<file path="config.mk">
export PLATFORM = sky130hd
export DESIGN_NAME = lcd_rectangle_fill_bus_sequencer_flat
export DESIGN_NICKNAME = d
export VERILOG_FILES = /design/src/hw/rtl/lrf_pkg.sv /design/src/hw/rtl/lrf_req_if.sv /design/src/hw/rtl/lrf_res_if.sv /design/src/hw/rtl/lrf_front.sv /design/src/hw/rtl/lrf_queue.sv /design/src/hw/rtl/lrf_back.sv /design/src/hw/rtl/lcd_rectangle_fill_bus_sequencer.sv /design/src/flat_wrapper.sv
export SDC_FILE = /design/constraint.sdc
export NUM_CORES = 1
export LEC_CHECK = 0
export BUFFER_PORTS_ARGS = -buffer_cell sky130_fd_sc_hd__buf_2
export CORE_MARGIN = 2
export CORE_UTILIZATION = 50
export CTS_BUF_LIST = sky130_fd_sc_hd__clkbuf_8
export DETAILED_ROUTE_END_ITERATION = 8
export PLACE_DENSITY = 0.77
export SETUP_SLACK_MARGIN = 0.15
export SLEW_MARGIN = 20
export SYNTH_ARGS = -nofsm -noshare
export SYNTH_HDL_FRONTEND = slang
export SYNTH_SLANG_ARGS = --single-unit
</file>
<file path="constraint.sdc">
create_clock -name i_clk -period 5.85 [get_ports i_clk]
set_input_delay 0.8775 -clock i_clk [delete_from_list [all_inputs] [get_ports i_clk]]
set_output_delay 0.8775 -clock i_clk [all_outputs]
set_load 0.05 [all_outputs]
</file>
<file path="src/hw/rtl/lrf_pkg.sv">
package lrf_pkg;

    localparam int COORD_WIDTH = 9;
    localparam int DIM_W       = 10;
    localparam int COLOR_W     = 16;
    localparam int BYTE_W      = 8;
    localparam int BUS_VAL_W   = 16;
    localparam int STEP_W      = 4;
    localparam int PIX_W       = DIM_W + 1;

    localparam int Q_DEPTH = 2;
    localparam int Q_PTR_W = (Q_DEPTH > 1) ? $clog2(Q_DEPTH) : 1;
    localparam int Q_LVL_W = $clog2(Q_DEPTH + 1);

    localparam logic OP_TICK  = 1'b0;
    localparam logic OP_START = 1'b1;

    localparam logic [BYTE_W-1:0] CMD_CASET = 8'h2A;
    localparam logic [BYTE_W-1:0] CMD_PASET = 8'h2B;
    localparam logic [BYTE_W-1:0] CMD_RAMWR = 8'h2C;

    localparam logic [STEP_W-1:0] HEADER_LEN = 4'd12;

    typedef struct packed {
        logic                   opcode;
        logic [COORD_WIDTH-1:0] x;
        logic [COORD_WIDTH-1:0] y;
        logic [DIM_W-1:0]       width;
        logic [DIM_W-1:0]       height;
        logic [COLOR_W-1:0]     color;
    } t_req;

    typedef struct packed {
        logic              write_valid;
        logic              is_data;
        logic [BYTE_W-1:0] bus_byte;
        logic              last;
        logic              busy_res;
        logic              start_ignored;
    } t_res;

    typedef struct packed {
        logic                   is_start;
        logic                   nonempty;
        logic [BUS_VAL_W-1:0]   col_start;
        logic [BUS_VAL_W-1:0]   col_end;
        logic [COORD_WIDTH-1:0] top_row;
        logic [DIM_W-1:0]       fill_width;
        logic [DIM_W-1:0]       fill_height;
        logic [COLOR_W-1:0]     color;
    } t_cmd;

    typedef struct packed {
        logic [Q_LVL_W-1:0] level;
        logic               full;
        logic               empty;
    } t_q_status;

endpackage

</file>
<file path="src/hw/rtl/lrf_req_if.sv">
interface lrf_req_if import lrf_pkg::*; ();
    logic valid;
    logic ready;
    t_req data;

    modport source (output valid, output data, input ready);
    modport sink (input valid, input data, output ready);
endinterface

</file>
<file path="src/hw/rtl/lrf_res_if.sv">
interface lrf_res_if import lrf_pkg::*; ();
    logic valid;
    logic ready;
    t_res data;

    modport source (output valid, output data, input ready);
    modport sink (input valid, input data, output ready);
endinterface

</file>
<file path="src/hw/rtl/lrf_front.sv">
module lrf_front import lrf_pkg::*; (
    lrf_req_if.sink i_req,
    input  logic    i_cmd_ready,
    output logic    o_cmd_valid,
    output t_cmd    o_cmd
);

    assign o_cmd_valid = i_req.valid;
    assign i_req.ready = i_cmd_ready;

    always_comb begin
        o_cmd.is_start    = (i_req.data.opcode == OP_START);
        o_cmd.nonempty    = (i_req.data.width != '0) && (i_req.data.height != '0);
        o_cmd.col_start   = BUS_VAL_W'(i_req.data.x);
        o_cmd.col_end     = BUS_VAL_W'(i_req.data.x) + BUS_VAL_W'(i_req.data.width)
                            - BUS_VAL_W'(1);
        o_cmd.top_row     = i_req.data.y;
        o_cmd.fill_width  = i_req.data.width;
        o_cmd.fill_height = i_req.data.height;
        o_cmd.color       = i_req.data.color;
    end

endmodule

</file>
<file path="src/hw/rtl/lrf_queue.sv">
module lrf_queue import lrf_pkg::*; (
    input  logic      i_clk,
    input  logic      i_rst_n,
    input  logic      i_push_valid,
    input  t_cmd      i_push_cmd,
    output logic      o_push_ready,
    output logic      o_pop_valid,
    output t_cmd      o_pop_cmd,
    input  logic      i_pop_ready,
    output t_q_status o_status
);

    t_cmd               r_mem [Q_DEPTH];
    logic [Q_PTR_W-1:0] r_wr_ptr;
    logic [Q_PTR_W-1:0] r_rd_ptr;
    logic [Q_LVL_W-1:0] r_level;
    logic               push;
    logic               pop;

    assign o_push_ready = (r_level != Q_LVL_W'(Q_DEPTH));
    assign o_pop_valid  = (r_level != '0);
    assign o_pop_cmd    = r_mem[r_rd_ptr];
    assign push         = i_push_valid && o_push_ready;
    assign pop          = o_pop_valid && i_pop_ready;

    assign o_status.level = r_level;
    assign o_status.full  = !o_push_ready;
    assign o_status.empty = !o_pop_valid;

    function automatic logic [Q_PTR_W-1:0] ptr_inc(input logic [Q_PTR_W-1:0] p);
        if (p == Q_PTR_W'(Q_DEPTH - 1)) begin
            return '0;
        end
        return p + Q_PTR_W'(1);
    endfunction

    always_ff @(posedge i_clk) begin
        if (push) begin
            r_mem[r_wr_ptr] <= i_push_cmd;
        end
    end

    always_ff @(posedge i_clk) begin
        if (!i_rst_n) begin
            r_wr_ptr <= '0;
            r_rd_ptr <= '0;
            r_level  <= '0;
        end else begin
            if (push) begin
                r_wr_ptr <= ptr_inc(r_wr_ptr);
            end
            if (pop) begin
                r_rd_ptr <= ptr_inc(r_rd_ptr);
            end
            if (push && !pop) begin
                r_level <= r_level + Q_LVL_W'(1);
            end else if (pop && !push) begin
                r_level <= r_level - Q_LVL_W'(1);
            end
        end
    end

endmodule

</file>
<file path="src/hw/rtl/lrf_back.sv">
module lrf_back import lrf_pkg::*; (
    input  logic       i_clk,
    input  logic       i_rst_n,
    input  logic       i_cmd_valid,
    input  t_cmd       i_cmd,
    output logic       o_cmd_ready,
    lrf_res_if.source  o_res
);

    localparam logic [STEP_W-1:0] STEP_RAMWR_A = 4'd0;
    localparam logic [STEP_W-1:0] STEP_CASET   = 4'd1;
    localparam logic [STEP_W-1:0] STEP_XS_HI   = 4'd2;
    localparam logic [STEP_W-1:0] STEP_XS_LO   = 4'd3;
    localparam logic [STEP_W-1:0] STEP_XE_HI   = 4'd4;
    localparam logic [STEP_W-1:0] STEP_XE_LO   = 4'd5;
    localparam logic [STEP_W-1:0] STEP_PASET   = 4'd6;
    localparam logic [STEP_W-1:0] STEP_YS_HI   = 4'd7;
    localparam logic [STEP_W-1:0] STEP_YS_LO   = 4'd8;
    localparam logic [STEP_W-1:0] STEP_YE_HI   = 4'd9;
    localparam logic [STEP_W-1:0] STEP_YE_LO   = 4'd10;

    logic                   r_active, n_active;
    logic [STEP_W-1:0]      r_step, n_step;
    logic [DIM_W-1:0]       r_row, n_row;
    logic [PIX_W-1:0]       r_pix, n_pix;
    logic [BUS_VAL_W-1:0]   r_col_start, n_col_start;
    logic [BUS_VAL_W-1:0]   r_col_end, n_col_end;
    logic [COORD_WIDTH-1:0] r_top_row, n_top_row;
    logic [DIM_W-1:0]       r_fill_width, n_fill_width;
    logic [DIM_W-1:0]       r_fill_height, n_fill_height;
    logic [COLOR_W-1:0]     r_color, n_color;
    logic                   r_out_valid;
    t_res                   r_res, n_res;

    logic                   pop;
    logic [BUS_VAL_W-1:0]   row_val;
    logic [PIX_W-1:0]       pix_next;
    logic [DIM_W-1:0]       row_next;

    assign o_cmd_ready = !r_out_valid || o_res.ready;
    assign pop         = i_cmd_valid && o_cmd_ready;
    assign o_res.valid = r_out_valid;
    assign o_res.data  = r_res;

    assign row_val  = BUS_VAL_W'(r_top_row) + BUS_VAL_W'(r_row);
    assign pix_next = r_pix + PIX_W'(1);
    assign row_next = r_row + DIM_W'(1);

    always_comb begin
        n_active      = r_active;
        n_step        = r_step;
        n_row         = r_row;
        n_pix         = r_pix;
        n_col_start   = r_col_start;
        n_col_end     = r_col_end;
        n_top_row     = r_top_row;
        n_fill_width  = r_fill_width;
        n_fill_height = r_fill_height;
        n_color       = r_color;
        n_res         = '0;

        if (i_cmd.is_start) begin
            if (r_active) begin
                n_res.start_ignored = 1'b1;
            end else begin
                n_col_start   = i_cmd.col_start;
                n_col_end     = i_cmd.col_end;
                n_top_row     = i_cmd.top_row;
                n_fill_width  = i_cmd.fill_width;
                n_fill_height = i_cmd.fill_height;
                n_color       = i_cmd.color;
                n_step        = '0;
                n_row         = '0;
                n_pix         = '0;
                n_active      = i_cmd.nonempty;
            end
        end else if (r_active) begin
            n_res.write_valid = 1'b1;
            if (r_step < HEADER_LEN) begin
                n_step        = r_step + STEP_W'(1);
                n_res.is_data = 1'b1;
                case (r_step)
                    STEP_RAMWR_A: begin
                        n_res.is_data  = 1'b0;
                        n_res.bus_byte = CMD_RAMWR;
                    end
                    STEP_CASET: begin
                        n_res.is_data  = 1'b0;
                        n_res.bus_byte = CMD_CASET;
                    end
                    STEP_XS_HI: n_res.bus_byte = r_col_start[BUS_VAL_W-1 -: BYTE_W];
                    STEP_XS_LO: n_res.bus_byte = r_col_start[BYTE_W-1:0];
                    STEP_XE_HI: n_res.bus_byte = r_col_end[BUS_VAL_W-1 -: BYTE_W];
                    STEP_XE_LO: n_res.bus_byte = r_col_end[BYTE_W-1:0];
                    STEP_PASET: begin
                        n_res.is_data  = 1'b0;
                        n_res.bus_byte = CMD_PASET;
                    end
                    STEP_YS_HI: n_res.bus_byte = row_val[BUS_VAL_W-1 -: BYTE_W];
                    STEP_YS_LO: n_res.bus_byte = row_val[BYTE_W-1:0];
                    STEP_YE_HI: n_res.bus_byte = row_val[BUS_VAL_W-1 -: BYTE_W];
                    STEP_YE_LO: n_res.bus_byte = row_val[BYTE_W-1:0];
                    default: begin
                        n_res.is_data  = 1'b0;
                        n_res.bus_byte = CMD_RAMWR;
                    end
                endcase
            end else begin
                n_res.is_data  = 1'b1;
                n_res.bus_byte = r_pix[0] ? r_color[BYTE_W-1:0]
                                          : r_color[COLOR_W-1 -: BYTE_W];
                n_pix = pix_next;
                if (pix_next >= PIX_W'({r_fill_width, 1'b0})) begin
                    n_pix  = '0;
                    n_step = '0;
                    n_row  = row_next;
                    if (row_next >= r_fill_height) begin
                        n_res.last = 1'b1;
                        n_active   = 1'b0;
                        n_row      = '0;
                    end
                end
            end
        end

        n_res.busy_res = n_active;
    end

    always_ff @(posedge i_clk) begin
        if (pop) begin
            r_col_start   <= n_col_start;
            r_col_end     <= n_col_end;
            r_top_row     <= n_top_row;
            r_fill_width  <= n_fill_width;
            r_fill_height <= n_fill_height;
            r_color       <= n_color;
            r_res         <= n_res;
        end
    end

    always_ff @(posedge i_clk) begin
        if (!i_rst_n) begin
            r_active    <= 1'b0;
            r_step      <= '0;
            r_row       <= '0;
            r_pix       <= '0;
            r_out_valid <= 1'b0;
        end else begin
            if (pop) begin
                r_active <= n_active;
                r_step   <= n_step;
                r_row    <= n_row;
                r_pix    <= n_pix;
            end
            if (pop) begin
                r_out_valid <= 1'b1;
            end else if (o_res.ready) begin
                r_out_valid <= 1'b0;
            end
        end
    end

endmodule

</file>
<file path="src/hw/rtl/lcd_rectangle_fill_bus_sequencer.sv">
// Rectangle fill sequencer for an 8080-style parallel panel bus. Each request word is
// either a start (captures x, y, width, height and an RGB565 color) or a bus tick; every
// request word yields exactly one result word. While a fill runs, each tick gives one bus
// byte: per row a memory-write command, column-set with start and end columns, row-set with
// the row twice, another memory-write, then width pixels as color high byte then low byte.
// A start during a fill is reported as ignored; a zero width or height ends at once.
// Throughput is one word per clock cycle sustained while the result side is ready. A request
// lands in a two-entry queue; the back sequencer pops it, updating its state and registering
// its result word in the output register at the same edge, and the result word is presented
// from that register. The queue and output register let the request and result sides stall
// independently.
module lcd_rectangle_fill_bus_sequencer import lrf_pkg::*; (
    input  logic      i_clk,
    input  logic      i_rst_n,
    lrf_req_if.sink   i_req,
    lrf_res_if.source o_res
);

    logic      front_valid;
    logic      front_ready;
    t_cmd      front_cmd;
    logic      back_valid;
    logic      back_ready;
    t_cmd      back_cmd;
    t_q_status q_status;

    lrf_front u_front (
        .i_req       (i_req),
        .i_cmd_ready (front_ready),
        .o_cmd_valid (front_valid),
        .o_cmd       (front_cmd)
    );

    lrf_queue u_queue (
        .i_clk        (i_clk),
        .i_rst_n      (i_rst_n),
        .i_push_valid (front_valid),
        .i_push_cmd   (front_cmd),
        .o_push_ready (front_ready),
        .o_pop_valid  (back_valid),
        .o_pop_cmd    (back_cmd),
        .i_pop_ready  (back_ready),
        .o_status     (q_status)
    );

    lrf_back u_back (
        .i_clk       (i_clk),
        .i_rst_n     (i_rst_n),
        .i_cmd_valid (back_valid),
        .i_cmd       (back_cmd),
        .o_cmd_ready (back_ready),
        .o_res       (o_res)
    );

    a_queue_level: assert property (@(posedge i_clk) disable iff (!i_rst_n)
        q_status.level <= Q_LVL_W'(Q_DEPTH))
        else $error("queue level above depth");

    a_last_ends_fill: assert property (@(posedge i_clk) disable iff (!i_rst_n)
        o_res.valid && o_res.data.last |-> o_res.data.write_valid && !o_res.data.busy_res)
        else $error("last word while fill still busy");

    a_ignored_no_write: assert property (@(posedge i_clk) disable iff (!i_rst_n)
        o_res.valid && o_res.data.start_ignored
        |-> !o_res.data.write_valid && o_res.data.busy_res)
        else $error("ignored start with bus write or idle");

    a_idle_fields_zero: assert property (@(posedge i_clk) disable iff (!i_rst_n)
        o_res.valid && !o_res.data.write_valid
        |-> !o_res.data.is_data && o_res.data.bus_byte == '0 && !o_res.data.last)
        else $error("bus fields set without a write");

    a_queue_drains: assert property (@(posedge i_clk) disable iff (!i_rst_n)
        !q_status.empty && back_ready |=> q_status.level != Q_LVL_W'(Q_DEPTH)
        || $past(front_valid && front_ready))
        else $error("queue did not drain");

endmodule
</file>
<file path="src/flat_wrapper.sv">
// flat-port wrapper written by rule: the top's interface ports become plain ports
module lcd_rectangle_fill_bus_sequencer_flat import lrf_pkg::*;
  (i_clk, i_rst_n, i_req_valid, i_req_data, i_req_ready, o_res_valid, o_res_data, o_res_ready);
  lrf_req_if i_req_i ();
  lrf_res_if o_res_i ();
  input  logic i_clk;
  input  logic i_rst_n;
  input wire logic [$bits(i_req_i.valid)-1:0] i_req_valid;
  input wire logic [$bits(i_req_i.data)-1:0] i_req_data;
  output wire logic [$bits(i_req_i.ready)-1:0] i_req_ready;
  output wire logic [$bits(o_res_i.valid)-1:0] o_res_valid;
  output wire logic [$bits(o_res_i.data)-1:0] o_res_data;
  input wire logic [$bits(o_res_i.ready)-1:0] o_res_ready;
  assign i_req_i.valid = i_req_valid;
  assign i_req_i.data = i_req_data;
  assign i_req_ready = i_req_i.ready;
  assign o_res_valid = o_res_i.valid;
  assign o_res_data = o_res_i.data;
  assign o_res_i.ready = o_res_ready;
  lcd_rectangle_fill_bus_sequencer u_core (.i_clk(i_clk), .i_rst_n(i_rst_n), .i_req(i_req_i), .o_res(o_res_i));
endmodule
</file>
Word level (Yosys, flattened, before mapping)
Memory sizes are Yosys's and may differ from the RTL's. A register that Yosys moved wholly into a read port is not among the register bits.
Index checks and enable logic that the tools add are counted.
Storage, ports and cells
  output and inout port bits: 15
  RAM bits: 144
  bits of input ports: 59
  register bits after elaboration: 121
  memories kept: 1
  logic and storage cells: 124
Operators by class
  bitwise logic cells: 2
  $add $sub $neg: 10
  magnitude comparators: 3
  eq/ne operators: 13
  multiplexer cells: 49
  reductions and logical operators: 26
Memories
  u_core.u_queue.r_mem: depth 2, bits a word 72, rd ports 1, clocked after Yosys merged registers in 1, wr ports 1, RTL line lrf_queue.sv:13  | t_cmd r_mem [Q_DEPTH];
Operators with widths (number)
  11-bit two-way mux: 6
  8-bit case mux with 8 select lines: 1
  10-bit two-way mux: 6
  1-bit two-way mux: 27
  9-bit by 10-bit adder with 11-bit output: 2
  4-bit two-way mux: 5
  10-bit nonzero test: 2
  4-bit by 3-bit equality test with 1-bit output, second input constant: 4
  4-bit equality test, second input constant: 3
  11-bit by 1-bit subtractor with 12-bit output, second input constant: 1
  11-bit by 1-bit adder with 11-bit output, second input constant: 1
  11-bit greater-or-equal comparator: 1
  10-bit by 1-bit adder with 10-bit output, second input constant: 1
  10-bit greater-or-equal comparator: 1
  2-bit nonzero test: 5
  9-bit two-way mux: 1
  4-bit by 2-bit equality test with 1-bit output, second input constant: 2
  8-bit two-way mux: 1
  4-bit AND reduction: 2
  8-bit OR reduction: 1
  2-bit OR reduction: 3
  1-bit logical AND: 5
  5-bit AND reduction: 1
  4-bit by 1-bit adder with 4-bit output, second input constant: 1
  other kinds (14): 20

Longest topological paths before layout
Gate-level depths: netlist of the first run.
  depth in word-level cells: 8
  depth in mapped cells: 14
  gate-level depth less buffers: 13

Hierarchy
Synthesis of the first run repeated with hierarchy kept, for this count alone.
Second synthesis, totals
  cell total of the unflattened synthesis: 903
  area, all modules: 12844.8 um^2
Modules (own cells, without submodules)
  lrf_queue: sequential area each 4844.6 um^2, area an instance 5978.2 um^2, times used 1, cells each 272
  lrf_back: sequential area each 3243.1 um^2, area an instance 5703.0 um^2, times used 1, cells each 474
  lrf_front: sequential area each 0.0 um^2, area an instance 1163.6 um^2, times used 1, cells each 157

Worst setup path after synthesis of the first run
Ideal clock, no wire load.
  path type: input-to-reg
  start: in o_res_ready
  end: reg u_core.u_back.r_col_end[0], enable pin
  data arrival time: 5.807 ns
  required time: 5.278 ns
  path buffers: 1
  setup time: 0.572 ns
  stages: 4
  slack: -0.529 ns
  cells stage by stage: nor2b_1 -> or2_1 -> buf_2 -> nor3_1
Between the ends
  cells in the longest elaborated chain, start to end: 3
RTL lines
  start: declaration: RTL line flat_wrapper.sv:13  | input wire logic [$bits(o_res_i.ready)-1:0] o_res_ready;
  1-bit logical OR: RTL line lrf_back.sv:40  | assign o_cmd_ready = !r_out_valid || o_res.ready;
  1-bit logical AND: RTL line lrf_back.sv:41  | assign pop = i_cmd_valid && o_cmd_ready;
  3-bit AND reduction (no line)
  end signal: assignment: RTL line lrf_back.sv:132  | r_col_end <= n_col_end;
  end: declaration: RTL line lrf_back.sv:27  | logic [BUS_VAL_W-1:0] r_col_end, n_col_end;
Every way passes these cells.
A chain may end at the register's enable or synchronous reset.

Final worst setup path of the first run
  start: reg u_core.u_back.r_pix[0]
  end: reg u_core.u_back.r_row[6]
Between the ends
  cells in the longest elaborated chain, start to end: 4
RTL lines
  start: declaration: RTL line lrf_back.sv:25  | logic [PIX_W-1:0] r_pix, n_pix;
  start signal: assignment: RTL line lrf_back.sv:153  | r_pix <= n_pix;
  11-bit by 1-bit adder with 11-bit output: RTL line lrf_back.sv:46  | assign pix_next = r_pix + PIX_W'(1);
  11-bit greater-or-equal comparator: RTL line lrf_back.sv:113  | if (pix_next >= PIX_W'({r_fill_width, 1'b0})) begin
  2-bit nonzero test (no line)
  5-bit AND reduction (no line)
  end signal: assignment: RTL line lrf_back.sv:152  | r_row <= n_row;
  end: declaration: RTL line lrf_back.sv:24  | logic [DIM_W-1:0] r_row, n_row;
Every way passes these cells.

==> results_dict.tcl, run 1 <==
set metrics [dict create \
    syn-num-nets 920 \
    critPathCaptureType "register" \
    postSynthAreaPerCell_sq_um 13.9 \
    layout_min_cycle_time_ps 3980 \
    p_per_area_nw_per_um2 405 \
    worstSetupPathType "register to register" \
    clkTransAtPathRegs_ps 70 \
    reg2reg_depth 13 \
    regToRegStartpoint "u_core.u_back.r_pix[0]" \
    stdcell_area_sq_um 12500 \
    tightest_slew_ps 1020 \
    io_pins 74 \
    crit_chain "ha_1 -> and3_1 -> nand3_1 -> inv_1 -> and3_1 -> xor2_1 -> ha_1 -> and3_1 -> a221oi_2 -> nor2_1 -> o32ai_2 -> a21oi_1 -> mux2i_1" \
    status "completed" \
    clkLatencyLatePin_ps 540 \
    crit_fanout 15 \
    core_sq_um 21800 \
    slew_violations 0 \
    die_area_sq_um 23500 \
    gr-total-overflow 0 \
    numCtsBuffers 41 \
    place_hpwl_um 14100 \
    timing.final.crit_share_pct 68.1 \
    yosys_warnings 0 \
    drv_cap 0 \
    viasPerCell 5.43 \
    synth_area_sq_um 11100 \
    hp-class "register to register" \
    fmax_mhz 251 \
    vias 6557 \
    synth_edf_count 215 \
    wl_per_cell_um 17.3 \
    p_leak_nw 4.87 \
    holdPathStages 1 \
    async_flop_share_pct 0 \
    setup_viol 0 \
    hold_viol_final 0 \
    wirelength_um 20900 \
    ys_seq_area_share_pct 63.8 \
    grt_usage_pct 17.8 \
    grt_setup_unrepaired "no" \
    reg2reg_to "u_core.u_back.r_row[6]" \
    post_cts_buffers 0 \
    port_buffers 73 \
    dpl_cell_area_sq_um 11800 \
    grt_pass1_wl_um 33300 \
    synth.area.top_cells "edfxtp_1, mux2_2, ha_1, dfxtp_1, inv_1" \
    critPathRequiredTime_ps 6310 \
    skew_ps 22.7 \
    grt_max_degree 69 \
    dr.pass1.iters 4 \
    fin_setup_tns_ps 0 \
    htree_levels 2 \
    cp.arrival_ps 4440 \
    path_common_cell "and3_1" \
    slowest_stage "dfxtp_1" \
    hold_buffers 0 \
    dieHeight_um 153 \
    syn_inst 801 \
    cts-resized-gates 0 \
    drc 0 \
    tritoncts "yes" \
    start_kind "register" \
    worst-r2r-setup-slack_ps 1870 \
    slew_headroom_pct 31.9 \
    ys_types 65 \
    ir_worst_vdd_mv 0.178 \
    p_total_w 0.00507 \
    antenna_found_initial 0 \
    synth_top_area_share_pct 58.1 \
    slowest_delay_ps 770 \
    min_from "u_core.u_back.r_pix[10]" \
    syn2layout_area_growth_pct 12.7 \
    drive_gt1_share_pct 23.2 \
    antenna_left 0 \
    first_global_vias 6579 \
    antenna_cells 0 \
    holdPathEnd "u_core.u_back.r_pix[10]" \
    max-clock-path-buffers 3 \
    nets 1017 \
    synth-seq-cells 247 \
    num_rows 54 \
    gp_congestion 0.838 \
    post-synth-top-area-cell "edfxtp_1" \
    initial_core_util_pct 51.0 \
    drtIter0Drc 392 \
    clock-root-buffer "clkbuf_8" \
    die_x_um 153 \
    instances_no_fill 1208 \
    synth_top_flop_cell "edfxtp_1" \
    dp.cells 1135 \
    clock-sinks 247 \
]
-- sequential cells by signal, indices dropped and copies added (netlist names), named ones only --
register                     count
u_core.u_back.o_res.data        13
u_core.u_back.o_res.valid        1
u_core.u_back.r_active           1
u_core.u_back.r_col_end         12
u_core.u_back.r_col_start        9
u_core.u_back.r_color           16
u_core.u_back.r_fill_height     10
u_core.u_back.r_fill_width      10
u_core.u_back.r_pix             11
u_core.u_back.r_row             10
u_core.u_back.r_step             4
u_core.u_back.r_top_row          9
u_core.u_queue.r_level           2
u_core.u_queue.r_mem           136
u_core.u_queue.r_rd_ptr          1
u_core.u_queue.r_wr_ptr          1
-- critical path, delay by kind of cell, from the launching register on --
| family | cells | cell delay (ps) |
|---|---|---|
| and+or+nand+nor | 5 | 880 |
| xor gates and xnor gates | 1 | 210 |
| AOI/OAI and AO/OA | 3 | 1150 |
| buffers and inverters | 1 | 110 |
| DFF | 1 | 770 |
| adders and majority gates | 2 | 630 |
| muxes | 1 | 150 |
-- layout by cell type (no fill, tap or decap), drive strengths merged, types with 4 or more instances in the layout --
master  count
a211oi      4
a21boi      5
a21o       10
a21oi      24
a221oi      6
a22o        6
a311oi      4
a31oi      10
a32o        5
and2        6
and3        9
buf        77
clkbuf     46
clkinv     12
dfxtp      32
edfxtp    215
ha         58
inv        95
mux2       71
mux2i      11
nand2      24
nand3      19
nand4       6
nor2       35
nor2b       7
nor3       12
nor4        4
o211ai      5
o21a        7
o21ai      34
or2         5
xnor2      16
xor2       17
-- final cells by class --
type                    count  area (sq um)
multi-input cells         450          3630
fillers                  1761          9300
flip-flops and latches    247          7100
inverters                  81           309
well taps                 280           350
clock buffers              46           633
clock inverters            27           108
repair buffers             77           395
-- metrics by stage --
step,hold WS (ps),setup slack (ps),utilization (%)
floorplan,462,1440,-
global placement,486,2070,54.0
detailed placement,480,1940,54.0
CTS,497,1910,57.4
global route,515,1510,57.4
finish,500,1870,57.4
-- where the power goes --
| group | internal (W) | leakage, nW | total [W] | switching (W) |
|---|---|---|---|---|
| combinational | 0.000407 | 2.18 | 0.00118 | 0.000768 |
| sequential | 0.00241 | 2.26 | 0.00253 | 0.000120 |
| clock | 0.000716 | 0.436 | 0.00137 | 0.000650 |
-- logic make-up (layout without fill, tap and decap cells) --
logic type	after synthesis	after routing	share of synthesized area, %
adder cells (fa/ha/maj)	60	60	6.89
flip-flops	247	247	63.8
multiplexers	82	82	8.21
buffers and inverters	104	231	3.68
AND/OR/NAND/NOR	141	141	6.53
AO/OA/AOI/OAI	134	134	8.28
XOR/XNOR	33	33	2.60
-- synth_stat cells (6+ instances only) --
cell type / instances
nor2b_1: 7
a21o_1: 10
o21ai_0: 32
nor3_1: 11
edfxtp_1: 215
mux2_2: 70
and3_1: 9
nand2_1: 23
ha_1: 58
xor2_1: 17
xnor2_1: 16
nor2_1: 35
dfxtp_1: 32
a22o_1: 6
nand3_1: 19
inv_1: 78
nand4_1: 6
a21oi_1: 24
a31oi_1: 10
o21a_1: 7
clkbuf_1: 17
mux2i_1: 11
-- layer usage --
metal,global-route usage [%],wire (um),up-vias
met3,3.52,983,36
met1,24.1,9370,3206
met5,0,0,-
met2,29.3,10200,137
met4,5.47,413,0
li1,-,-,3178
-- how the worst max path moves through the flow --
stage | slack, ps | from | endpoint
detailed placement | 1940 | u_core.u_back.r_pix[0] | u_core.u_back.r_row[7]
global route | 1510 | u_core.u_back.r_pix[0] | u_core.u_back.r_row[2]
floorplan | 1440 | u_core.u_queue.r_level[0] | u_core.u_queue.r_mem[0][0]
finish | 1870 | u_core.u_back.r_pix[0] | u_core.u_back.r_row[6]
global placement | 2070 | u_core.u_back.r_pix[0] | u_core.u_back.r_row[2]
CTS | 1910 | u_core.u_back.r_pix[0] | u_core.u_back.r_row[7]
Power figures use the tool's default switching activity.
==> run 2, diff against run 1 <==
Settings changed: PLACE_DENSITY 0.77 to 0.75.
Clock period 5.85 ns to 4 ns, I/O delays scaled along.
==> run 2 against run 1 <==
Clock skew fell by 2.5 ps. Final area increased by 0.41%. Maximum frequency rose by 14%. Largest power group unchanged. Highest routed layer unchanged.
==> results_dict.tcl, run 2 (same netlist as run 1, synthesis figures left out) <==
set metrics [dict create \
    antenna_cells 0 \
    start_kind "register" \
    grt_setup_unrepaired "no" \
    initial_core_util_pct 51.0 \
    slowest_stage "nand4_1" \
    hold_buffers 0 \
    hold_viol_final 0 \
    regToRegStartpoint "u_core.u_back.r_pix[1]" \
    fmax_mhz 286 \
    io_pins 74 \
    tritoncts "yes" \
    clock-root-buffer "clkbuf_8" \
    slew_violations 0 \
    die_area_sq_um 23500 \
    place_hpwl_um 13900 \
    dpl_cell_area_sq_um 11800 \
    timing.final.crit_share_pct 87.3 \
    min_from "i_req_data[38]" \
    core_sq_um 21800 \
    crit_chain "ha_1 -> and3_1 -> nand3_1 -> inv_1 -> and3_1 -> xor2_1 -> ha_1 -> and3_1 -> a221oi_2 -> nand4_1 -> o21ai_0 -> a21o_1" \
    internal_power_w 0.00522 \
    whs_ps 255 \
    num_rows 54 \
    critPathCaptureType "register" \
    drive_gt1_share_pct 23.8 \
    slowest_delay_ps 500 \
    nFillCells 1739 \
    startpoint "u_core.u_back.r_pix[1]" \
    dieHeight_um 153 \
    sequentialPowerShare_pct 49.4 \
    gp_congestion 0.842 \
    skew_ps 20.2 \
    gr-total-overflow 0 \
    setup_viol 0 \
    clock-sinks 247 \
    die_x_um 153 \
    viasPerCell 5.35 \
    p_leak_nw 4.87 \
    cp.arrival_ps 3970 \
    port_buffers 73 \
    tightest_slew_ps 991 \
    mostFrequentLayoutCell "edfxtp_1" \
    p_per_area_nw_per_um2 595 \
    largest_reg_flops 136 \
    path_common_cell "and3_1" \
    clkTransAtPathRegs_ps 60 \
    critPathRequiredTime_ps 4480 \
    hp-class "input pin to register" \
    drtIter0Drc 451 \
    dr.pass1.iters 4 \
    numCtsBuffers 40 \
    final-seq-area_sq_um 7100 \
    antenna_found_initial 0 \
    nets 1019 \
    p_comb_share_pct 23.2 \
    slew_headroom_pct 33.9 \
    status "completed" \
    worstSetupPathType "register to register" \
    ir_worst_vdd_mv 0.341 \
    grt_usage_pct 18.0 \
    p_switching_w 0.00226 \
    first_global_vias 6445 \
    antenna_left 0 \
    crit_fanout 13 \
    max-clock-path-buffers 3 \
    syn2layout_area_growth_pct 13.1 \
    layout_min_cycle_time_ps 3490 \
    largest-register "u_core.u_queue.r_mem" \
    wl_per_cell_um 17.1 \
    grt_pass1_wl_um 33200 \
    wirelength_um 20700 \
    drv_cap 0 \
    sw_frac_of_total_pct 30.2 \
    fin_setup_tns_ps 0 \
    drc 0 \
    stdcell_area_sq_um 12600 \
    layout_common_cells "edfxtp_1, inv_1, buf_2" \
    p_clk_share_pct 27.4 \
    clkLatencyLatePin_ps 530 \
    final_core_util_pct 57.6 \
    grt_max_degree 68 \
    htree_levels 2 \
    multi_input_area_sq_um 3650 \
    vias 6463 \
]
[run 2: cell count changes in the layout (fill, tap and decap cells not counted)]
| cell | change |
|---|---|
| clkbuf_8 | -5 |
| inv_1 | -7 |
| bufinv_16 | +2 |
| clkinv_1 | +2 |
| buf_12 | +1 |
| clkinvlp_4 | +1 |
| o32ai_4 | +1 |
| buf_4 | +2 |
| clkinv_2 | +5 |
| o32ai_2 | -1 |
[run 2: path summary, 6_finish.rpt]
path / end / slack (ps) / cells after the start
setup / recovery: u_core.u_back.r_pix[6] / 510 / 12
hold / removal: u_core.u_queue.r_mem[0][38] / 250 / 1
setup reg to reg: u_core.u_back.r_pix[6] / 510 / 12
hold reg to reg: u_core.u_back.r_pix[10] / 500 / 1
[run 2: repair_timing]
action,in CTS,in global routing
endpoints found under the setup margin,0,1
setup buffers,0,0
gates resized for setup,0,1
[run 2: cell type report]
class / instances / share of cell area (%)
clock buffer: 41 / 4.49
sequential: 247 / 56.4
inverter: 81 / 2.46
multi-input combinational: 450 / 29.0
clock inverter: 30 / 1.44
tap: 280 / 2.78
timing repair buffer: 80 / 3.42
[run 2: power groups by stage]
stage / logic [W] / clock network, W / registers, W
2_1_floorplan: 0.00109 / 0 / 0.00392
3_3_place_gp: 0.00172 / 0 / 0.00373
3_5_place_dp: 0.00174 / 0 / 0.00375
4_1_cts: 0.00176 / 0.00209 / 0.00370
5_1_grt: 0.00192 / 0.00223 / 0.00374
6_report: 0.00174 / 0.00205 / 0.00369
[run 2: critical path, delay by kind of cell, from the launching register on]
kind	cells	cell delay, ps
fa+ha+maj	2	520
simple gates	5	1280
flops	1	400
compound gates	3	910
xor+xnor	1	200
buf+inv	1	120
[run 2: metal layers]
metal  vias to the layer above  global-route usage, %  share of wire, %
met2                       114                   29.0                47
met4                         0                   4.67               1.7
met3                        32                   4.05               4.0
li1                       3182                      -                 -
met5                         -                      0                 0
met1                      3135                   24.9                47
[run 2: stage by stage]
| stage | cells | setup WS (ps) | total power [W] |
|---|---|---|---|
| global route | 1209 | 186 | 0.00789 |
| CTS | 1209 | 434 | 0.00755 |
| floorplan | 801 | 718 | 0.00500 |
| finish | 1209 | 507 | 0.00748 |
| detailed placement | 1138 | 483 | 0.00549 |
| global placement | 1138 | 664 | 0.00544 |
